[src/hw/rtl/deb_pkg.sv]
// ----------------------------------------------------------------------------
// deb_pkg
// Types and constants shared by the double-ended word buffer and its testbench.
// ----------------------------------------------------------------------------
`default_nettype none

package deb_pkg;

  // default number of stored words
  localparam int DEB_CAPACITY = 16;

  // command codes
  typedef enum logic [2:0] {
    FUNC_DUMP       = 3'd0,
    FUNC_PUSH_BACK  = 3'd1,
    FUNC_PUSH_FRONT = 3'd2,
    FUNC_POP_BACK   = 3'd3,
    FUNC_POP_FRONT  = 3'd4,
    FUNC_REVERSE    = 3'd5
  } func_t;

  // status codes
  typedef enum logic [1:0] {
    STAT_OK    = 2'd0,
    STAT_FULL  = 2'd1,
    STAT_EMPTY = 2'd2
  } status_t;

  // command payload
  typedef struct packed {
    logic [2:0]         func;
    logic signed [31:0] value;
  } cmd_t;

  // response payload
  typedef struct packed {
    logic signed [31:0] data;
    logic               item_valid;
    logic [4:0]         fill_level;
    logic [1:0]         status;
    logic               last;
  } rsp_t;

endpackage

`default_nettype wire

[src/hw/rtl/deb_ram.sv]
// ----------------------------------------------------------------------------
// deb_ram
// Generic simple dual-port RAM, one write port, one read port, registered read.
// ----------------------------------------------------------------------------
`default_nettype none

module deb_ram #(
  parameter int WIDTH = 32,
  parameter int DEPTH = 16,
  parameter int AW    = $clog2(DEPTH)
) (
  input  wire logic             clk,
  input  wire logic             we,
  input  wire logic [AW-1:0]    waddr,
  input  wire logic [WIDTH-1:0] wdata,
  input  wire logic             re,
  input  wire logic [AW-1:0]    raddr,
  output logic      [WIDTH-1:0] rdata
);

  logic [WIDTH-1:0] mem [DEPTH];

  // write port
  always_ff @(posedge clk) begin
    if (we) begin
      mem[waddr] <= wdata;
    end
  end

  // registered read, held while re is low
  always_ff @(posedge clk) begin
    if (re) begin
      rdata <= mem[raddr];
    end
  end

endmodule

`default_nettype wire

[src/hw/rtl/double_ended_buffer_with_reverse.sv]
// Non-dump command: the transfer moves the sequencer to S_EXEC, which loads the
//   response register and returns to S_IDLE, where the next command is taken.
// Dump of n words: after command decode in S_EXEC, each word takes a RAM read
//   (S_READ), then a response load (S_LOAD), through the single read port.
// A response held by rsp_ready low stalls the sequencer until it is taken.
// Reset (synchronous, active high) empties the buffer; no clearing pass.
// ----------------------------------------------------------------------------
// double_ended_buffer_with_reverse
// Double-ended word buffer held as a circular RAM with a head pointer and a
// direction flag, so reverse and front operations move no stored data.
// ----------------------------------------------------------------------------
`default_nettype none

module double_ended_buffer_with_reverse #(
  parameter int CAPACITY = deb_pkg::DEB_CAPACITY
) (
  input  wire logic          clk,
  input  wire logic          rst,
  input  wire logic          cmd_valid,
  output logic               cmd_ready,
  input  wire deb_pkg::cmd_t cmd,
  output logic               rsp_valid,
  input  wire logic          rsp_ready,
  output deb_pkg::rsp_t      rsp
);

  import deb_pkg::*;

  localparam int PW = $clog2(CAPACITY);
  localparam int CW = $clog2(CAPACITY + 1);
  localparam logic [CW:0]   CAP_W = (CW + 1)'(CAPACITY);
  localparam logic [CW-1:0] ONE_C = CW'(1);

  typedef enum logic [3:0] {
    S_IDLE = 4'b0001,
    S_EXEC = 4'b0010,
    S_READ = 4'b0100,
    S_LOAD = 4'b1000
  } state_t;

  state_t             state, state_next;
  logic [PW-1:0]      head, head_next;
  logic               dir, dir_next;
  logic [CW-1:0]      count, count_next;
  logic [CW-1:0]      idx, idx_next;
  logic [2:0]         func_q;
  logic signed [31:0] value_q;
  rsp_t               rsp_next;
  logic               load_rsp;
  logic               free;

  // address unit signals
  logic [CW-1:0] u_off;
  logic          u_down;
  logic [CW:0]   u_sum;
  logic [PW-1:0] u_addr;

  // ram signals
  logic          we;
  logic          re;
  logic [31:0]   rdata;

  assign cmd_ready = (state == S_IDLE);
  assign free      = !rsp_valid || rsp_ready;

  // offset select for the shared address unit
  always_comb begin
    u_off  = idx;
    u_down = dir;
    if (state == S_EXEC) begin
      case (func_q)
        FUNC_PUSH_BACK: begin
          u_off = count;
        end
        FUNC_PUSH_FRONT: begin
          u_off  = ONE_C;
          u_down = !dir;
        end
        FUNC_POP_FRONT: begin
          u_off = ONE_C;
        end
        FUNC_REVERSE: begin
          u_off = count - ONE_C;
        end
        default: begin
          u_off = idx;
        end
      endcase
    end
  end

  // shared address unit: head stepped by an offset, modulo capacity
  always_comb begin
    logic [CW:0] b;
    logic [CW:0] o;
    b = (CW + 1)'(head);
    o = {1'b0, u_off};
    if (u_down) begin
      if (b >= o) begin
        u_sum = b - o;
      end else begin
        u_sum = b + CAP_W - o;
      end
    end else begin
      u_sum = b + o;
      if (u_sum >= CAP_W) begin
        u_sum = u_sum - CAP_W;
      end
    end
    u_addr = u_sum[PW-1:0];
  end

  // sequencer
  always_comb begin
    state_next = state;
    head_next  = head;
    dir_next   = dir;
    count_next = count;
    idx_next   = idx;
    we         = 1'b0;
    re         = 1'b0;
    load_rsp   = 1'b0;
    rsp_next   = '0;
    rsp_next.last = 1'b1;
    case (state)
      S_IDLE: begin
        if (cmd_valid) begin
          state_next = S_EXEC;
        end
      end
      S_EXEC: begin
        if (func_q == FUNC_DUMP && count != '0) begin
          idx_next   = '0;
          state_next = S_READ;
        end else if (free) begin
          load_rsp   = 1'b1;
          state_next = S_IDLE;
          rsp_next.status = STAT_OK;
          case (func_q)
            FUNC_PUSH_BACK: begin
              if (count == CAP_W[CW-1:0]) begin
                rsp_next.status = STAT_FULL;
              end else begin
                we         = 1'b1;
                count_next = count + ONE_C;
              end
            end
            FUNC_PUSH_FRONT: begin
              if (count == CAP_W[CW-1:0]) begin
                rsp_next.status = STAT_FULL;
              end else begin
                we         = 1'b1;
                head_next  = u_addr;
                count_next = count + ONE_C;
              end
            end
            FUNC_POP_BACK: begin
              if (count == '0) begin
                rsp_next.status = STAT_EMPTY;
              end else begin
                count_next = count - ONE_C;
              end
            end
            FUNC_POP_FRONT: begin
              if (count == '0) begin
                rsp_next.status = STAT_EMPTY;
              end else begin
                head_next  = u_addr;
                count_next = count - ONE_C;
              end
            end
            FUNC_REVERSE: begin
              dir_next = !dir;
              if (count != '0) begin
                head_next = u_addr;
              end
            end
            default: begin
              rsp_next.status = STAT_OK;
            end
          endcase
          rsp_next.fill_level = 5'(count_next);
        end
      end
      S_READ: begin
        re         = 1'b1;
        state_next = S_LOAD;
      end
      S_LOAD: begin
        if (free) begin
          load_rsp            = 1'b1;
          rsp_next.data       = rdata;
          rsp_next.item_valid = 1'b1;
          rsp_next.fill_level = 5'(count);
          rsp_next.status     = STAT_OK;
          rsp_next.last       = ((CW + 1)'(idx) + (CW + 1)'(1)) == {1'b0, count};
          if (rsp_next.last) begin
            state_next = S_IDLE;
          end else begin
            idx_next   = idx + ONE_C;
            state_next = S_READ;
          end
        end
      end
      default: begin
        state_next = S_IDLE;
      end
    endcase
  end

  // control registers
  always_ff @(posedge clk) begin
    if (rst) begin
      state     <= S_IDLE;
      head      <= '0;
      dir       <= 1'b0;
      count     <= '0;
      idx       <= '0;
      rsp_valid <= 1'b0;
    end else begin
      state <= state_next;
      head  <= head_next;
      dir   <= dir_next;
      count <= count_next;
      idx   <= idx_next;
      if (load_rsp) begin
        rsp_valid <= 1'b1;
      end else if (rsp_ready) begin
        rsp_valid <= 1'b0;
      end
    end
  end

  // command capture and response register
  always_ff @(posedge clk) begin
    if (cmd_valid && cmd_ready) begin
      func_q  <= cmd.func;
      value_q <= cmd.value;
    end
    if (load_rsp) begin
      rsp <= rsp_next;
    end
  end

  // word storage
  deb_ram #(
    .WIDTH (32),
    .DEPTH (CAPACITY)
  ) u_ram (
    .clk   (clk),
    .we    (we),
    .waddr (u_addr),
    .wdata (value_q),
    .re    (re),
    .raddr (u_addr),
    .rdata (rdata)
  );

endmodule

`default_nettype wire

[config.mk]
export PLATFORM = sky130hd
export DESIGN_NAME = double_ended_buffer_with_reverse
export DESIGN_NICKNAME = d
export VERILOG_FILES = /design/src/hw/rtl/deb_pkg.sv /design/src/hw/rtl/deb_ram.sv /design/src/hw/rtl/double_ended_buffer_with_reverse.sv
export SDC_FILE = /design/constraint.sdc
export NUM_CORES = 1
export LEC_CHECK = 0
export ABC_AREA = 1
export BUFFER_PORTS_ARGS = -buffer_cell sky130_fd_sc_hd__buf_2
export CAP_MARGIN = 20
export CORE_MARGIN = 1
export CORE_UTILIZATION = 50
export DETAILED_ROUTE_END_ITERATION = 8
export PLACE_DENSITY = 0.68
export SYNTH_ARGS = -nofsm -noshare
export SYNTH_HDL_FRONTEND = slang
export SYNTH_SLANG_ARGS = --single-unit
[constraint.sdc]
create_clock -name clk -period 5.5 [get_ports clk]
set_input_delay 0.825 -clock clk [delete_from_list [all_inputs] [get_ports clk]]
set_output_delay 0.825 -clock clk [all_outputs]
set_load 0.02 [all_outputs]
# Word-level counts from Yosys, hierarchy flattened
# Memories as Yosys holds them, arrays and structs flattened. A register that Yosys moved wholly into a read port is not among the register bits.
# Cells that the tools add are included.
# W data, S select, Z words.
# totals
reg_bits	96
latch_bits	0
mem_bits_rw	512
rom_bits	0
inputBits	39
output_inout_bits	43
memories	1
# classes
add_sub_neg	9
multipliers	0
n_div	0
order_cmp	2
eq_ne	19
shift	0
n_mux	44
n_bitwise	1
n_reduce_logical	20
# mem_list
memory	words	width	rd	rd_ports_with_merged_regs	write_ports	line_no	rtl
u_ram.mem	16	32	1	1	1	deb_ram.sv:21	logic [WIDTH-1:0] mem [DEPTH];
# op_table
cell	n
$mux W4	10
$mux W5	6
$pmux W5 S2	2
$pmux W4 S4	1
$mux W1	15
$pmux W5 S3	1
$mux W7	2
$pmux W7 S2	1
$ne A2 B2 Y1 const B	6
$pmux W4 S3	1
$add A5 B1 Y5 const B	2
$mux W9	1
$reduce_and A4 Y1	2
$sub A4 B4 Y4	2
$reduce_and A7 Y1	1
$add A4 B5 Y6	1
$add A5 B1 Y6 const B	1
$eq A3 B2 Y1 const B	2
$eq A3 B3 Y1 const B	2
$eq A6 B5 Y1	1
$ge A6 B5 Y1 const B	1
$reduce_and A3 Y1	2
$reduce_or A2 Y1	3
$eq A5 B5 Y1 const B	1
other kinds (25)	28

# Logic depth before layout (Yosys ltp)
# logic_depth
ltp_word	10
mapped_depth	21
mapped_depth_nobuf	20

# By module
# A second synthesis with hierarchy kept.
# hier_totals
cells_unflattened	2551
area_unflattened_um2	27412.5
# modules_own_cells
mod	instances	cells_per_inst	area_per_inst_um2
deb_ram	1	2120	23050.9
double_ended_buffer_with_reverse	1	431	4361.7

# Least setup slack after synthesis
# No wires, ideal clock.
# synth_path
path_type	register to register
from	register count[0]
to	memory u_ram.mem[12][0] (enable)
setup_ps	421
t_arrival_ps	3993
t_required_ps	5079
path_slack_ps	1086
path_stages_with_launch	16
path_buffers	3
period_less_slack_ps	4414
path_cell_list	dfxtp_1 clkbuf_1 inv_1 ha_1 o22ai_1 nor2_1 nor2_1 inv_1 fa_1 xnor2_1 inv_1 o21ai_4 buf_4 buf_2 nand2_1 nor2_1
# synth_via
elab_chain_len	8
word_cells_on_any_way	22
cone_classes	add/sub: 5; order compare: 2; eq/ne: 1; mux: 12; reduce/logical: 2
# synth_rtl
element	line_no	rtl
from (decl)	double_ended_buffer_with_reverse.sv:44	logic [CW-1:0] count, count_next;
from (signal assigned)	double_ended_buffer_with_reverse.sv:224	count <= count_next;
parallel branches: the longest is 8 deep, another holds $add A4 B5 Y6	--	
to (decl)	deb_ram.sv:21	
# Parallel ways; which one is timed is not known.

# Worst setup path in the final report
# layout_path
from	register func_q[0]
to	memory u_ram.mem[6][4] (enable)
# layout_via
elab_chain_len	8
word_cells_on_any_way	27
cone_classes	add/sub: 4; order compare: 2; eq/ne: 4; mux: 13; reduce/logical: 4
# layout_rtl
element	line_no	rtl
from (decl)	double_ended_buffer_with_reverse.sv:46	logic [2:0] func_q;
from (signal assigned)	double_ended_buffer_with_reverse.sv:237	func_q <= cmd.func;
$eq A3 B3 Y1, or another cell as far along	double_ended_buffer_with_reverse.sv:71	case (func_q)
$reduce_or A2 Y1 (no source line)	--	
$pmux W5 S3 / $mux W1 (equally long branches)	--	
$mux W5 / $mux W1 (equally long branches)	double_ended_buffer_with_reverse.sv:70, double_ended_buffer_with_reverse.sv:135	
$add A4 B5 Y6 / $mux W1 (equally long branches)	double_ended_buffer_with_reverse.sv:105, double_ended_buffer_with_reverse.sv:132	
$ge A6 B5 Y1, or another cell as far along	double_ended_buffer_with_reverse.sv:106	if (u_sum >= CAP_W) begin
$mux W4 / $mux W1 (equally long branches)	double_ended_buffer_with_reverse.sv:106, deb_ram.sv:25	
$mux W4 / $mux W1 (equally long branches)	double_ended_buffer_with_reverse.sv:98, deb_ram.sv:26	
# Parallel ways exist; a longest one is shown, timed or not.

==> results summary <==
In this run the standard cell core region covers 52900 um2. The storage element area is 19000 um2. Setup repair after global routing left no endpoint under its margin.

The number of iterations in the first detailed-routing pass came out at 9. After clock tree synthesis, the repair step resized 0 gates. The later pin in the worst-skew pair is clocked with a latency of 590 ps. TritonCTS created 67 clock buffers. The number of slew-limit violations in the final report is 0. The total I/O pin count is 82.

The run finished, with violations left. Detailed placement ended at an HPWL of 37.2 mm. The worst setup path is of the reg2reg kind.

The cell sitting at the root of the clock tree is a sky130_fd_sc_hd__clkbuf_16. The critical path required time came out at 5770 ps. The overall die width came out at 234 um. The number of antenna violations at the first check in global routing is 0. The floorplan step defined a die boundary enclosing 54800 um2. The leakage power figure came out at 12.2 nW. The count of flip-flops with a built-in enable after synthesis came out at 620. The layout overhead on the synthesized area came out at 12.1%. The proportion of register bits with asynchronous set or reset after synthesis came out at 0%. The average cell area after synthesis came out at 10.5 um2. The global-route usage over all layers came out at 24.4%.

For this design the ratio of total power to cell area is 340 nW/um2. The post-detailed-route wirelength per cell is 19.5 um. Summed over all layers, the global routing overflow is 0. The initial standard-cell utilization of the core is 50.9%. The clock period could shrink to 4650 ps. The count of yosys warnings during synthesis came out at 0. The combined area of the multi-input logic cells is 7150 um2.

The tree built by TritonCTS fans out to 640 sinks. The final reports fail on design-rule violations. The placed cell count came out at 3242. The number of nets with antenna violations after detailed routing came out at 0.

The net count after synthesis is 2609. The via density per instance is 5.35. The routed layout has 17950 vias. Entering global routing, the biggest net connects 231 pins. The synthesized design spends more area on one cell type than any other, namely sky130_fd_sc_hd__edfxtp_1.

The sequential share of the synthesized area came out at 70.6%. After clock tree synthesis, the clock-pin slew on the worst setup and hold paths is 60 ps. The non-filler instance count after layout came out at 3357. Counting every instance in the synthesized netlist gives 2559. On the final layout, the worst clock skew is 25.8 ps. The number of buffers inserted by port buffering came out at 81. The synthesized flop and latch total came out at 640.

The number of setup buffers added after CTS came out at 0. The area fraction of the dominant cell type after synthesis came out at 69.1%. The iteration-0 DRC count of the detailed router is 1620. Summed over all failing endpoints, the final setup total negative slack is 0 ps. The pin slew with the least headroom to its limit came out at 1130 ps.

The number of rows in the core area is 84. After the last flow step, the layout net total stands at 2674. The global-route wire length before repair is 100 mm. The final-layout fill cell count is 4364. The maximum fanout encountered on the critical timing path came out at 23. The sort of element at the start of the critical path is a register.

The maximum achievable frequency is 215 MHz. The number of hold violations in the final report came to 0. The final cycle utilization of the critical path is 84.5%.

The tool flagged a number of max-cap violations equal to 0. The data arrival time of the critical path came out at 4920 ps. The clock tree buffer depth came out at 3. IR analysis of the VDD net gives a maximum drop of 0.000198 V. In this run the tightest slew margin relative to its limit is 24.4%. The tightest min-delay check is of the in2reg type. The total DRC errors in the routed layout is 3. In this run the cell area of the synthesized design comes to 26900 um2.

Ranked by total cell area, the synthesized netlist is headed by sky130_fd_sc_hd__edfxtp_1 69%, sky130_fd_sc_hd__nand2_1 20%, sky130_fd_sc_hd__nand3_1 2.3%. The H-tree depth reported by CTS is 3. Setup violations remaining at the end of the flow were counted as 0. The number of diodes added for antenna fixing is 0. Summed over all layers, the routed wires come to 65.6 mm.

The congestion estimate from routability-driven global placement came to 0.889. The proportion of layout cells with a drive suffix above 1 is 9.82%. The capturing element type of the critical path is a register. For this run, the leading register cell type out of synthesis is sky130_fd_sc_hd__edfxtp_1. For this design, the CTS-stage hold fixing added 0 buffers. The via count of the first global-routing pass came out at 17526. The die is 234 um tall. The count of cell types in the netlist is 37. TritonCTS built the clock tree.
[placed cells by master, fill, tap and decap left out, types with 5 or more instances in the layout]
master,n
sky130_fd_sc_hd__dfxtp_1,20
sky130_fd_sc_hd__buf_12,8
sky130_fd_sc_hd__nand4_1,7
sky130_fd_sc_hd__clkinv_2,10
sky130_fd_sc_hd__nor3_1,6
sky130_fd_sc_hd__nor2_1,52
sky130_fd_sc_hd__nand3_1,122
sky130_fd_sc_hd__nand2_1,1418
sky130_fd_sc_hd__clkinv_1,9
sky130_fd_sc_hd__buf_2,81
sky130_fd_sc_hd__nand3_2,7
sky130_fd_sc_hd__buf_4,31
sky130_fd_sc_hd__edfxtp_1,620
sky130_fd_sc_hd__o211ai_1,7
sky130_fd_sc_hd__ha_1,8
sky130_fd_sc_hd__o21ai_0,14
sky130_fd_sc_hd__nand2_2,10
sky130_fd_sc_hd__clkbuf_16,70
sky130_fd_sc_hd__clkbuf_1,17
sky130_fd_sc_hd__nor2_4,19
sky130_fd_sc_hd__inv_2,5
sky130_fd_sc_hd__a21oi_1,19
sky130_fd_sc_hd__inv_1,71
[registers in the layout, indices dropped and copies added, names as in the netlist]
signal,count
dir,1
head,4
u_ram.rdata,32
idx,5
u_ram.mem,512
state,4
value_q,32
rsp_valid,1
func_q,3
count,5
rsp,41
[cells in the mapped netlist (5+ instances only)]
| cell type | number |
|---|---|
| sky130_fd_sc_hd__nand2_1 | 1419 |
| sky130_fd_sc_hd__edfxtp_1 | 620 |
| sky130_fd_sc_hd__nand3_1 | 123 |
| sky130_fd_sc_hd__inv_1 | 72 |
| sky130_fd_sc_hd__clkbuf_1 | 68 |
| sky130_fd_sc_hd__nor2_1 | 68 |
| sky130_fd_sc_hd__buf_2 | 28 |
| sky130_fd_sc_hd__buf_4 | 20 |
| sky130_fd_sc_hd__dfxtp_1 | 20 |
| sky130_fd_sc_hd__a21oi_1 | 19 |
| sky130_fd_sc_hd__o21ai_0 | 14 |
| sky130_fd_sc_hd__nand2_2 | 10 |
| sky130_fd_sc_hd__ha_1 | 9 |
| sky130_fd_sc_hd__nand4_1 | 7 |
| sky130_fd_sc_hd__nor3_1 | 7 |
| sky130_fd_sc_hd__o211ai_1 | 7 |
| sky130_fd_sc_hd__buf_6 | 6 |
| sky130_fd_sc_hd__nand3_2 | 6 |
| sky130_fd_sc_hd__inv_2 | 5 |
[worst paths after layout]
path / cells past startpoint / end / slack, ps / start
worst max-delay path: 15 / u_ram.mem[6][4]$_DFFE_PP_ / 850 / func_q[0]$_DFFE_PP_
worst min-delay path: 1 / value_q[30]$_DFFE_PP_ / 410 / cmd[30]
worst max register to register: 15 / u_ram.mem[6][4]$_DFFE_PP_ / 850 / func_q[0]$_DFFE_PP_
worst min register to register: 2 / count[1]$_SDFFE_PP0P_ / 520 / count[1]$_SDFFE_PP0P_
[kinds of logic after synthesis]
group,Yosys count,synth area share (%)
simple gates,1652,24.2
flops,640,70.6
buf+inv,202,3.39
compound gates,48,1.05
fa+ha+maj,11,0.567
xor+xnor,6,0.195
[power breakdown]
group,internal (mW),switching [mW]
combinational,0.117,0.282
sequential,5.43,0.116
clock,2.52,1.79
[per-layer routing]
metal  wire length, um  part of all wire [%]  vias up  global-route usage, %
li1                  -                     -     8541                      -
met1             27300                    42     8585                   33.0
met2             31100                    47      697                   39.3
met3              5350                   8.2      127                   4.51
met4              1860                   2.8        0                   9.17
met5                 0                     0        -                      0
[layout make-up]
type / instances / area share [%]
inverters: 78 / 0.986
flip-flops and latches: 640 / 63.0
clock inverters: 26 / 0.796
clock buffers: 88 / 6.06
well taps: 688 / 2.85
repair buffers: 120 / 2.64
multi-input cells: 1717 / 23.7
[metrics by stage]
step                      hold WS, ps  utilization (%)  cell area (um2)  setup slack [ps]  power [mW]
final                             410             57.1            30200               853        10.3
after global routing              392             57.1            30200               651        10.6
after CTS                         382             57.1            30200               828        10.3
after detailed placement          508             53.2            28100               843        6.04
after global placement            490             53.1            28100               933        6.03
after floorplan                   453                -            26900              1090        5.85
[worst max-delay path, stage by stage (launching register included)]
cell and delay (ps):
sky130_fd_sc_hd__edfxtp_1 410, sky130_fd_sc_hd__inv_1 100, sky130_fd_sc_hd__nor2_2 200, sky130_fd_sc_hd__nand2_2 120, sky130_fd_sc_hd__nand3_2 90, sky130_fd_sc_hd__nand2_2 90, sky130_fd_sc_hd__a32oi_1 330, sky130_fd_sc_hd__ha_1 270
sky130_fd_sc_hd__inv_1 70, sky130_fd_sc_hd__fa_1 400, sky130_fd_sc_hd__xnor2_1 170, sky130_fd_sc_hd__inv_1 90, sky130_fd_sc_hd__o21ai_4 700, sky130_fd_sc_hd__nand2_1 440, sky130_fd_sc_hd__nor2_4 550, sky130_fd_sc_hd__buf_4 320
No activity file was read; power rests on OpenSTA's default activity.
